**src/rtl/core/dam_pkg.sv**
```systemverilog
// Shared types, constants and helpers for the DRAM address mapper.
`timescale 1ns / 1ps

package dam_pkg;

  localparam int unsigned PHYS_BITS    = 39;
  localparam int unsigned MW_BITS      = 3;
  localparam int unsigned COLUMN_BITS  = 10;
  localparam int unsigned ROW_BITS     = 16;
  localparam int unsigned BANK_BITS    = 3;
  localparam int unsigned CFG_IDX_BITS = 2;

  typedef enum logic [CFG_IDX_BITS-1:0] {
    CFG_GENERATION   = 2'd0,
    CFG_DUAL_CHANNEL = 2'd1,
    CFG_DUAL_DIMM    = 2'd2,
    CFG_DUAL_RANK    = 2'd3
  } cfg_reg_e;

  typedef enum logic {
    REQ_FORWARD = 1'b0,
    REQ_REVERSE = 1'b1
  } req_type_e;

  typedef struct packed {
    logic generation;
    logic dual_channel;
    logic dual_dimm;
    logic dual_rank;
  } dam_cfg_t;

  typedef struct packed {
    req_type_e               req_type;
    logic [PHYS_BITS-1:0]    phys;
    logic                    chan;
    logic                    dimm;
    logic                    rank;
    logic [BANK_BITS-1:0]    bank;
    logic [ROW_BITS-1:0]     row;
    logic [COLUMN_BITS-1:0]  col;
  } dam_req_t;

  typedef struct packed {
    logic [PHYS_BITS-1:0]    phys;
    logic                    chan;
    logic                    dimm;
    logic                    rank;
    logic [BANK_BITS-1:0]    bank;
    logic [ROW_BITS-1:0]     row;
    logic [COLUMN_BITS-1:0]  col;
    logic                    out_of_range;
  } dam_res_t;

  // Generation 1 channel hash over the upper address bits (bit 7 excluded).
  function automatic logic chan_hash(input logic [PHYS_BITS-1:0] a);
    return a[8] ^ a[9] ^ a[12] ^ a[13] ^ a[18] ^ a[19];
  endfunction

endpackage

```
**src/rtl/core/dam_xlate.sv**
```systemverilog
// Combinational address translation in both directions.
`timescale 1ns / 1ps

module dam_xlate import dam_pkg::*; (
  input  dam_cfg_t cfg_i,
  input  dam_req_t req_i,
  output dam_res_t res_o
);

  localparam int unsigned UpBits = PHYS_BITS - MW_BITS - COLUMN_BITS; // 26
  localparam int unsigned HiBits = ROW_BITS + 5;                       // 21

  logic [PHYS_BITS-1:0] a1;
  logic [UpBits-1:0]    u0, u1, u2;
  logic                 f_chan, f_dimm, f_rank;
  logic [BANK_BITS-1:0] f_bank;
  logic [HiBits-1:0]    t0, t1, t2, hi;
  logic [PHYS_BITS-1:0] rv;
  logic [ROW_BITS-1:0]  row;
  logic [BANK_BITS-1:0] bank;

  always_comb begin
    // Forward: channel bit comes out first, then column, then the upper part
    f_chan = 1'b0;
    a1     = req_i.phys;
    if (cfg_i.dual_channel) begin
      if (cfg_i.generation) begin
        f_chan = req_i.phys[7] ^ chan_hash(req_i.phys);
        a1     = {1'b0, req_i.phys[PHYS_BITS-1:8], req_i.phys[6:0]};
      end else begin
        f_chan = req_i.phys[6];
        a1     = {1'b0, req_i.phys[PHYS_BITS-1:7], req_i.phys[5:0]};
      end
    end
    u0     = a1[PHYS_BITS-1:MW_BITS+COLUMN_BITS];
    f_dimm = 1'b0;
    f_rank = 1'b0;
    u1     = u0;
    u2     = u0;
    if (cfg_i.generation) begin
      if (cfg_i.dual_dimm) begin
        f_dimm = u0[2];
        u1     = {1'b0, u0[UpBits-1:3], u0[1:0]};
      end
      u2 = u1;
      if (cfg_i.dual_rank) begin
        f_rank = u1[2] ^ u1[6];
        u2     = {1'b0, u1[UpBits-1:3], u1[1:0]};
      end
      f_bank = {u2[2] ^ (cfg_i.dual_rank ? u2[6] : u2[5]), u2[1] ^ u2[4], u2[0] ^ u2[3]};
    end else begin
      if (cfg_i.dual_dimm) begin
        f_dimm = u0[3];
        u1     = {1'b0, u0[UpBits-1:4], u0[2:0]};
      end
      u2 = u1;
      if (cfg_i.dual_rank) begin
        f_rank = u1[3];
        u2     = {1'b0, u1[UpBits-1:4], u1[2:0]};
      end
      f_bank = {u2[2] ^ u2[5], u2[1] ^ u2[4], u2[0] ^ u2[3]};
    end

    // Reverse: stack row, rank, DIMM and bank bits from the top down
    row  = req_i.row;
    bank = req_i.bank;
    t0   = HiBits'(row);
    if (cfg_i.generation) begin
      if (cfg_i.dual_rank) begin
        t1 = {t0[HiBits-3:0], bank[2] ^ row[3], req_i.rank ^ row[2]};
      end else begin
        t1 = {t0[HiBits-2:0], bank[2] ^ row[2]};
      end
      t2 = cfg_i.dual_dimm ? {t1[HiBits-2:0], req_i.dimm} : t1;
      hi = {t2[HiBits-3:0], bank[1] ^ row[1], bank[0] ^ row[0]};
      if (cfg_i.dual_channel) begin
        rv    = PHYS_BITS'({hi, req_i.col[9:4], 1'b0, req_i.col[3:0], {MW_BITS{1'b0}}});
        rv[7] = req_i.chan ^ chan_hash(rv);
      end else begin
        rv = PHYS_BITS'({hi, req_i.col, {MW_BITS{1'b0}}});
      end
    end else begin
      t1 = cfg_i.dual_rank ? {t0[HiBits-2:0], req_i.rank} : t0;
      t2 = cfg_i.dual_dimm ? {t1[HiBits-2:0], req_i.dimm} : t1;
      hi = {t2[HiBits-4:0], bank[2] ^ row[2], bank[1] ^ row[1], bank[0] ^ row[0]};
      if (cfg_i.dual_channel) begin
        rv = PHYS_BITS'({hi, req_i.col[9:3], req_i.chan, req_i.col[2:0], {MW_BITS{1'b0}}});
      end else begin
        rv = PHYS_BITS'({hi, req_i.col, {MW_BITS{1'b0}}});
      end
    end

    res_o = '0;
    if (req_i.req_type == REQ_REVERSE) begin
      res_o.phys = rv;
    end else begin
      res_o.chan         = f_chan;
      res_o.dimm         = f_dimm;
      res_o.rank         = f_rank;
      res_o.bank         = f_bank;
      res_o.row          = u2[ROW_BITS+2:3];
      res_o.col          = a1[MW_BITS+COLUMN_BITS-1:MW_BITS];
      res_o.out_of_range = |u2[UpBits-1:ROW_BITS+3];
    end
  end

endmodule

```
**src/rtl/core/dram_address_mapper_core.sv**
```systemverilog
// An accepted start passes through the input register and the result register to the done_o strobe with the result.
// Throughput: one transfer per cycle; busy_o is always low.
// Stages: input register, single translation pass, result register.
// Reset clears the configuration registers and the stage valid flags.
// The receiver cannot stall; each result is shown for exactly one cycle.
`timescale 1ns / 1ps

module dram_address_mapper_core import dam_pkg::*; (
  input  logic                    clk_i,
  input  logic                    rst_ni,
  input  logic                    start_i,
  output logic                    busy_o,
  input  logic                    cfg_we_i,
  input  logic [CFG_IDX_BITS-1:0] cfg_idx_i,
  input  logic                    cfg_wdata_i,
  input  logic                    req_type_i,
  input  logic [PHYS_BITS-1:0]    phys_in_i,
  input  logic                    chan_in_i,
  input  logic                    dimm_in_i,
  input  logic                    rank_in_i,
  input  logic [BANK_BITS-1:0]    bank_in_i,
  input  logic [ROW_BITS-1:0]     row_in_i,
  input  logic [COLUMN_BITS-1:0]  col_in_i,
  output logic                    done_o,
  output logic [PHYS_BITS-1:0]    phys_out_o,
  output logic                    chan_out_o,
  output logic                    dimm_out_o,
  output logic                    rank_out_o,
  output logic [BANK_BITS-1:0]    bank_out_o,
  output logic [ROW_BITS-1:0]     row_out_o,
  output logic [COLUMN_BITS-1:0]  col_out_o,
  output logic                    out_of_range_o
);

  dam_cfg_t cfg_q;
  dam_req_t req_q;
  logic     req_valid_q;
  dam_res_t res_d, res_q;
  logic     res_valid_q;
  logic     accept;

  assign busy_o = 1'b0;
  assign accept = start_i && !busy_o;

  always_ff @(posedge clk_i or negedge rst_ni) begin
    if (!rst_ni) begin
      cfg_q <= '0;
    end else if (cfg_we_i) begin
      unique case (cfg_reg_e'(cfg_idx_i))
        CFG_GENERATION:   cfg_q.generation   <= cfg_wdata_i;
        CFG_DUAL_CHANNEL: cfg_q.dual_channel <= cfg_wdata_i;
        CFG_DUAL_DIMM:    cfg_q.dual_dimm    <= cfg_wdata_i;
        CFG_DUAL_RANK:    cfg_q.dual_rank    <= cfg_wdata_i;
        default: ;
      endcase
    end
  end

  always_ff @(posedge clk_i or negedge rst_ni) begin
    if (!rst_ni) begin
      req_valid_q <= 1'b0;
      res_valid_q <= 1'b0;
    end else begin
      req_valid_q <= accept;
      res_valid_q <= req_valid_q;
    end
  end

  always_ff @(posedge clk_i) begin
    if (accept) begin
      req_q.req_type <= req_type_e'(req_type_i);
      req_q.phys     <= phys_in_i;
      req_q.chan     <= chan_in_i;
      req_q.dimm     <= dimm_in_i;
      req_q.rank     <= rank_in_i;
      req_q.bank     <= bank_in_i;
      req_q.row      <= row_in_i;
      req_q.col      <= col_in_i;
    end
    if (req_valid_q) begin
      res_q <= res_d;
    end
  end

  dam_xlate u_xlate (
    .cfg_i (cfg_q),
    .req_i (req_q),
    .res_o (res_d)
  );

  assign done_o         = res_valid_q;
  assign phys_out_o     = res_q.phys;
  assign chan_out_o     = res_q.chan;
  assign dimm_out_o     = res_q.dimm;
  assign rank_out_o     = res_q.rank;
  assign bank_out_o     = res_q.bank;
  assign row_out_o      = res_q.row;
  assign col_out_o      = res_q.col;
  assign out_of_range_o = res_q.out_of_range;

`ifndef NO_ASSERTIONS
  a_accept_two_cycle: assert property (@(posedge clk_i) disable iff (!rst_ni)
    accept |=> ##1 done_o)
    else $error("accepted transfer did not produce a result after two cycles");

  a_no_spurious_done: assert property (@(posedge clk_i) disable iff (!rst_ni)
    !req_valid_q |=> !done_o)
    else $error("result strobe without a request in the translation stage");

  a_one_direction: assert property (@(posedge clk_i) disable iff (!rst_ni)
    done_o |-> (phys_out_o == '0) ||
               (!out_of_range_o && row_out_o == '0 && col_out_o == '0 &&
                bank_out_o == '0 && !chan_out_o && !dimm_out_o && !rank_out_o))
    else $error("result carries both physical and DRAM coordinates");
`endif

endmodule

```
**config.mk**
```make
export PLATFORM = sky130hd
export DESIGN_NAME = dram_address_mapper_core
export DESIGN_NICKNAME = d
export VERILOG_FILES = /design/src/rtl/core/dam_pkg.sv /design/src/rtl/core/dam_xlate.sv /design/src/rtl/core/dram_address_mapper_core.sv
export SDC_FILE = /design/constraint.sdc
export NUM_CORES = 1
export LEC_CHECK = 0
export ABC_AREA = 1
export ABC_CLOCK_PERIOD_IN_PS = 3900
export BUFFER_PORTS_ARGS = -buffer_cell sky130_fd_sc_hd__buf_4
export CORE_MARGIN = 2
export CORE_UTILIZATION = 55
export CTS_CLUSTER_SIZE = 10
export DETAILED_ROUTE_END_ITERATION = 7
export PLACE_DENSITY = 0.88
export SLEW_MARGIN = 10
export SYNTH_ARGS = -nofsm -noshare
export SYNTH_HDL_FRONTEND = slang
export SYNTH_SLANG_ARGS = --single-unit
```
**constraint.sdc**
```tcl
create_clock -name clk_i -period 3.9 [get_ports clk_i]
set_input_delay 0.78 -clock clk_i [delete_from_list [all_inputs] [get_ports clk_i]]
set_output_delay 0.78 -clock clk_i [all_outputs]
set_load 0.01 [all_outputs]
```
==> metrics.txt, run 1 <==
# DRC=0; Hold Path Class=in -> async; Hold Buf Count CTS=0; I/O Buffers=141; Yosys reg bits=140; clock slew at reported path FFs=0.06 ns; number of diodes=0; area of the core=0.0113 mm²; Top delay family on crit path=buffers and inverters; GRT Total Usage=0.245; CP Cell Sequence=inv_1 > buf_4 > nand2_1 > o22ai_1; power per cell area=between 500 and 600 mW/mm²; die width=111 µm; Die Y=111 µm; Required @ worst endpoint=4.13 ns; Final setup viols=0; Max Cap Viol=0; Sequential Power Share=0.426; period utilization=0.585; DRT antenna net count=0; GP Congestion=0.907; Synth Warn #=0; dpl hpwl=9.67 mm; Startpoint Class=register; via count=4981; Synth cell types=35; average wire per standard cell=16.7 µm; P_leak=around 3.5 nW; final WL=14.7 mm; Clock Latency Late Sink=0.41 ns; fin. max-slew vios=0; clock sinks=140; Highest Clock Rate=438 MHz; area grow syn2layout=26.8%; EDFF count, synth=134; CTS resizes=0; vias per cell=5.65; Syn Inst Count=590; initial DRC count=about 420; clk_skew=0.00942 ns; CTS tree=built; hold slack=around 0.16 ns; run status=completed; CP Capture Type=register; largest net degree at the start of global routing=71; worst-margin pin slew=between 1 and 1.5 ns; RSZ-0062 raised after global routing=no; fin area=0.00804 mm²; internal power=roughly 0.0033 W; syn_area_per_cell=10.7 µm²; Total Power=around 0.0045 W; CP max stage delay=0.55 ns; Rel. slew slack=0.285; Synth Flop Type=edfxtp_1; dpl cell area=0.00741 mm²; Sum Neg Setup Slack=0 ns; nets=~800; Async SR Flop Fraction=0.0429; Switch Pwr=0.00120 W; layout cells sized above 1=0.257; Crit Path Category=reg -> reg; Critical Path AT=2.51 ns; Syn Std Cell Area=around 0.0063 mm²; slowest CP cell=inv_1; Worst Path Buf+Inv=2; Seq/Total Area, Yosys=0.658; grt total ovfl=0; initial core utilization=0.560; Final Hold Fails=0; FP Rows=39; Clock Tree Buf Depth=2; TritonRoute pass-1 iters=6; switch share=0.267; root buffer cell=clkbuf_16; first-pass GRT wire length=23.8 mm; H-tree Lvls=4; crit-path max FO=22; vias in the first global route=roughly 5000; VDD IR-drop max=0.000289 V; antenna violations before repair=0; die area=0.0124 mm²; I/O pin total=~150; Post-CTS Setup Bufs=0; CTS Buf Count=17; crit path time final=2.28 ns; Comb pwr share=0.194; Clock Power Share=0.380
registers in the layout, indices dropped and copies added, names as in the netlist:
| register | count |
|---|---|
| bank_out_o | 3 |
| cfg_q | 4 |
| chan_out_o | 1 |
| col_out_o | 10 |
| dimm_out_o | 1 |
| done_o | 1 |
| out_of_range_o | 1 |
| phys_out_o | 32 |
| rank_out_o | 1 |
| req_q | 69 |
| req_valid_q | 1 |
| row_out_o | 16 |
cell families (layout without fill, tap and decap cells):
logic type                Yosys count  in the layout  synth area share
xor gates and xnor gates            9              9            0.0124
buffers and inverters              87            228            0.0665
muxes                               2              2           0.00316
and+or+nand+nor                   237            237             0.155
DFF                               140            140             0.658
other                               1              8          0.000591
AOI/OAI and AO/OA                 114            114             0.104
cell type report:
type,instances,area (µm²)
clock buffers,17,425
clock inverters,15,203
fillers,739,3280
inverters,49,184
multi-input cells,370,1770
flip-flops and latches,140,4180
well taps,143,179
repair buffers,147,1100
per-stage QoR:
stage,cells,utilization,worst slack [ns]
global placement,849,0.655,1.87
detailed placement,849,0.655,1.74
floorplan,597,-,1.86
finish,881,0.710,1.62
global route,881,0.710,1.47
CTS,881,0.710,1.65
worst reg2reg max path, delay by kind of cell, from the launching register on:
family / cells / cell delay, ns
buf+inv: 2 / 0.86
simple gates: 1 / 0.49
compound gates: 1 / 0.39
flops: 1 / 0.38
cell usage after synthesis, drive strengths merged, types with 2 or more instances:
cell type    n  area, µm²
inv         49        184
clkbuf       5       18.8
mux2i        2       20.0
or2          4       25.0
xnor2        6       52.6
nor2        20       75.1
nand3       35        195
nand4        2       12.5
xor2         3       26.3
nor3         2       10.0
o21ai       62        322
buf         33        219
o211ai       2       20.0
o22ai       34        213
edfxtp     134       4020
a21oi       12       63.8
dfrtp        6        150
nand2      172        656
placed cells by master, fill, tap and decap left out, types with 3 or more instances in the layout:
master and count:
o22ai_1 34, inv_1 48, o21ai_2 3, nand3_2 4
o21ai_1 8, buf_4 147, nand2_2 4, xnor2_1 6
conb_1 8, o21ai_0 51, dfrtp_1 5, clkinv_1 5
xor2_1 3, clkbuf_16 17, a21oi_1 11, nor2_1 20
or2_1 4, edfxtp_1 134, bufinv_16 5, nand3_1 31
nand2_1 168
worst paths after layout:
kind                                           start                            to  slack, ns  depth (start not counted)
worst max-delay path            cfg_q[2]$_DFFE_PN0P_  phys_out_o[33]$_SDFFCE_PN0P_       1.62                          4
worst min-delay path                          rst_ni              done_o$_DFF_PN0_       0.16                          1
worst max register to register  cfg_q[2]$_DFFE_PN0P_  phys_out_o[33]$_SDFFCE_PN0P_       1.62                          4
worst min register to register    req_q[2]$_DFFE_PP_   phys_out_o[5]$_SDFFCE_PN0P_       0.51                          2
max in group asynchronous                     rst_ni         req_valid_q$_DFF_PN0_       3.61                          1
min in group clk_i                req_q[2]$_DFFE_PP_   phys_out_o[5]$_SDFFCE_PN0P_       0.51                          2
layer usage:
| metal | vias to the layer above | track usage | routed length, µm |
|---|---|---|---|
| met5 | - | 0 | 0 |
| met4 | 0 | 0.130 | 505 |
| met3 | 53 | 0.0550 | 1210 |
| met2 | 316 | 0.439 | 7960 |
| met1 | 2299 | 0.274 | 5030 |
| li1 | 2313 | - | - |
power by group through the flow:
stage	Sequential [W]	Combinational [W]	Clock, W
final	0.00192	0.000875	0.00171
after global routing	0.00193	0.000966	0.00179
after CTS	0.00192	0.000863	0.00171
after detailed placement	0.00194	0.000845	0
after global placement	0.00194	0.000803	0
after floorplan	0.00197	0.000516	0
(Power assumes the default switching activity.)
==> run 2: changes to the inputs <==
Settings changed: ABC_CLOCK_PERIOD_IN_PS 3900 to 2300, CORE_UTILIZATION 55 to 54, PLACE_DENSITY 0.88 to 0.86.
Clock period 3.9 ns to 2.3 ns, I/O delays scaled along.
==> run 2 against run 1 <==
Compared with the run above:
- combinational power up 73%
- sequential share of layout area down 1.0 points
- setup slack got worse by 1.3 ns
- critical path depth rose by 1
- global-route usage grew 0.29 points
- wire length increased by 1.6%
- sequential cell count unchanged
- total power up 79%
- clock skew barely moved
- via count is 0.56% lower
==> metrics.txt, run 2 (synthesized netlist as in run 1, its figures left out) <==
run status=completed; Final setup viols=0 (unchanged); cell mode on critical path=inv_1; antenna violations before repair=0 (unchanged); die area=0.0126 mm² (+1.8%); Final Hold Fails=0 (unchanged); fillers=739 (unchanged); Crit Path Category=reg -> reg; VDD IR-drop max=0.000505 V (+75%); first-pass GRT wire length=24.2 mm (+1.6%); Clock Latency Late Sink=0.41 ns (about the same); reg2reg setup slack=0.29 ns (-1.32 ns); grt total ovfl=0 (unchanged); CP max stage delay=0.57 ns (+0.02 ns); TritonRoute pass-1 iters=5 (-1); power per cell area=983 mW/mm² (+76%); Required @ worst endpoint=2.59 ns (-1.54 ns); Largest register FFs=69 (unchanged); CP Cell Sequence=inv_1 > nand2_1 > a21oi_1 > o21ai_0 > inv_1; P_leak=3.59 nW (+2.3%); I/O Buffers=141 (unchanged); I/O pin total=153 (unchanged); CTS tree=built; # DRC=0 (unchanged); vias in the first global route=5079 (+1.6%); R2R Path End=rank_out_o$_SDFFCE_PP0P_; via count=4953 (-0.56%); Hold Buf Count CTS=1 (+1); crit-path max FO=16 (-27%); RSZ-0062 raised after global routing=no; GP Congestion=0.930 (+2.5%); Rel. slew slack=0.473 (+0.188); Switch Pwr=0.00206 W (+71%); Sequential Power Share=0.402 (-0.024); Startpoint Class=register; Clock Power Share=0.411 (+0.031); fin. max-slew vios=0 (unchanged); vias per cell=5.58 (-1.2%); final WL=15.0 mm (+1.6%); R2R depth=5 (+1); Worst R2R Start=req_q[71]$_DFFE_PP_; FP Rows=39 (unchanged); internal power=0.00601 W (+82%); area grow syn2layout=29.4%; initial core utilization=0.555 (-0.00479); Hold Path Class=in -> reg; end point of the critical path=rank_out_o$_SDFFCE_PP0P_; CTS resizes=0 (unchanged); Post-CTS Setup Bufs=0 (unchanged); GRT Total Usage=0.248 (+0.00292); root buffer cell=clkbuf_16; die width=112 µm (+0.89%); period utilization=0.873 (+0.287); switch share=0.255 (-0.0122); clock slew at reported path FFs=0.06 ns (about the same); most frequent cells in the layout=168 x nand2_1, 150 x buf_4, 134 x edfxtp_1; most common cell after layout, fill and taps aside=nand2_1; slowest CP cell=edfxtp_1; initial DRC count=342 (-19%); nets=810 (+0.75%); number of diodes=0 (unchanged); Clock Tree Buf Depth=2 (unchanged); Setup crit start=req_q[71]$_DFFE_PP_; Critical Path AT=2.30 ns (-0.21 ns); Reg area=0.00418 mm² (unchanged); H-tree Lvls=4 (unchanged); DRT antenna net count=0 (unchanged); Biggest register=req_q; crit path time final=2.01 ns (-0.275 ns); worst-margin pin slew=0.789 ns (-0.283 ns); largest net degree at the start of global routing=43 (-39%); clock sinks=140 (unchanged); Multi-input gate area=0.00177 mm² (unchanged); area of the core=0.0114 mm² (+0.86%); dpl hpwl=10.0 mm (+3.4%); Die Y=112 µm (+0.89%); CTS Buf Count=17 (unchanged); average wire per standard cell=16.9 µm (+0.96%); Util after Layout=0.719 (+0.00839); Highest Clock Rate=498 MHz (+14%); clk_skew=0.00982 ns (+0.000406 ns); Comb pwr share=0.188 (-0.006); layout cells sized above 1=0.266 (+0.00868); Max Cap Viol=0 (unchanged); Sum Neg Setup Slack=0 ns (unchanged); CP Capture Type=register
==> run 2: final cells by class <==
class | instances | area share
clock buffer | 20 | 0.0556
clock inverter | 12 | 0.0322
inverter | 49 | 0.0224
multi-input combinational | 370 | 0.216
sequential | 140 | 0.509
tap | 143 | 0.0218
timing repair buffer | 153 | 0.143
==> run 2: how the worst min path moves through the flow <==
stage / from / end / slack, ns / cells past startpoint
floorplan: rst_ni / cfg_q[0]$_DFFE_PN0P_ / 0.16 / 0
global placement: rst_ni / done_o$_DFF_PN0_ / 0.27 / 1
detailed placement: rst_ni / done_o$_DFF_PN0_ / 0.27 / 1
CTS: phys_in_i[37] / req_q[69]$_DFFE_PP_ / 0.20 / 1
global route: col_in_i[2] / req_q[2]$_DFFE_PP_ / 0.19 / 1
finish: col_in_i[2] / req_q[2]$_DFFE_PP_ / 0.22 / 1
==> run 2: routing by layer <==
metal	routed length (µm)	vias up	GRT usage
li1	-	2328	-
met1	5370	2304	0.282
met2	7860	264	0.421
met3	1090	57	0.0718
met4	634	0	0.142
met5	0	-	0
==> run 2: power by group through the flow <==
stage / Sequential [W] / Clock (W) / Combinational, W
CTS: 0.00324 / 0.00333 / 0.00149
finish: 0.00324 / 0.00332 / 0.00151
global placement: 0.00328 / 0 / 0.00139
global route: 0.00327 / 0.00346 / 0.00167
detailed placement: 0.00329 / 0 / 0.00146
floorplan: 0.00334 / 0 / 0.000876
==> run 2: critical path: cells and delay by family, from the launching register on <==
kind | cells | cell delay [ns]
buf+inv | 2 | 0.59
simple gates | 1 | 0.40
compound gates | 2 | 0.32
flops | 1 | 0.57
==> run 2: per-stage QoR <==
step                      setup WS, ns  std cells  hold WS (ns)  total power [W]  cell area [µm²]
final                            0.293        887         0.217          0.00807             8210
after global placement           0.459        854         0.271          0.00466             7480
after floorplan                  0.258        597         0.164          0.00422             6370
after detailed placement         0.376        854         0.275          0.00475             7480
after CTS                        0.356        887         0.204          0.00807             8210
after global routing             0.135        887         0.192          0.00840             8210
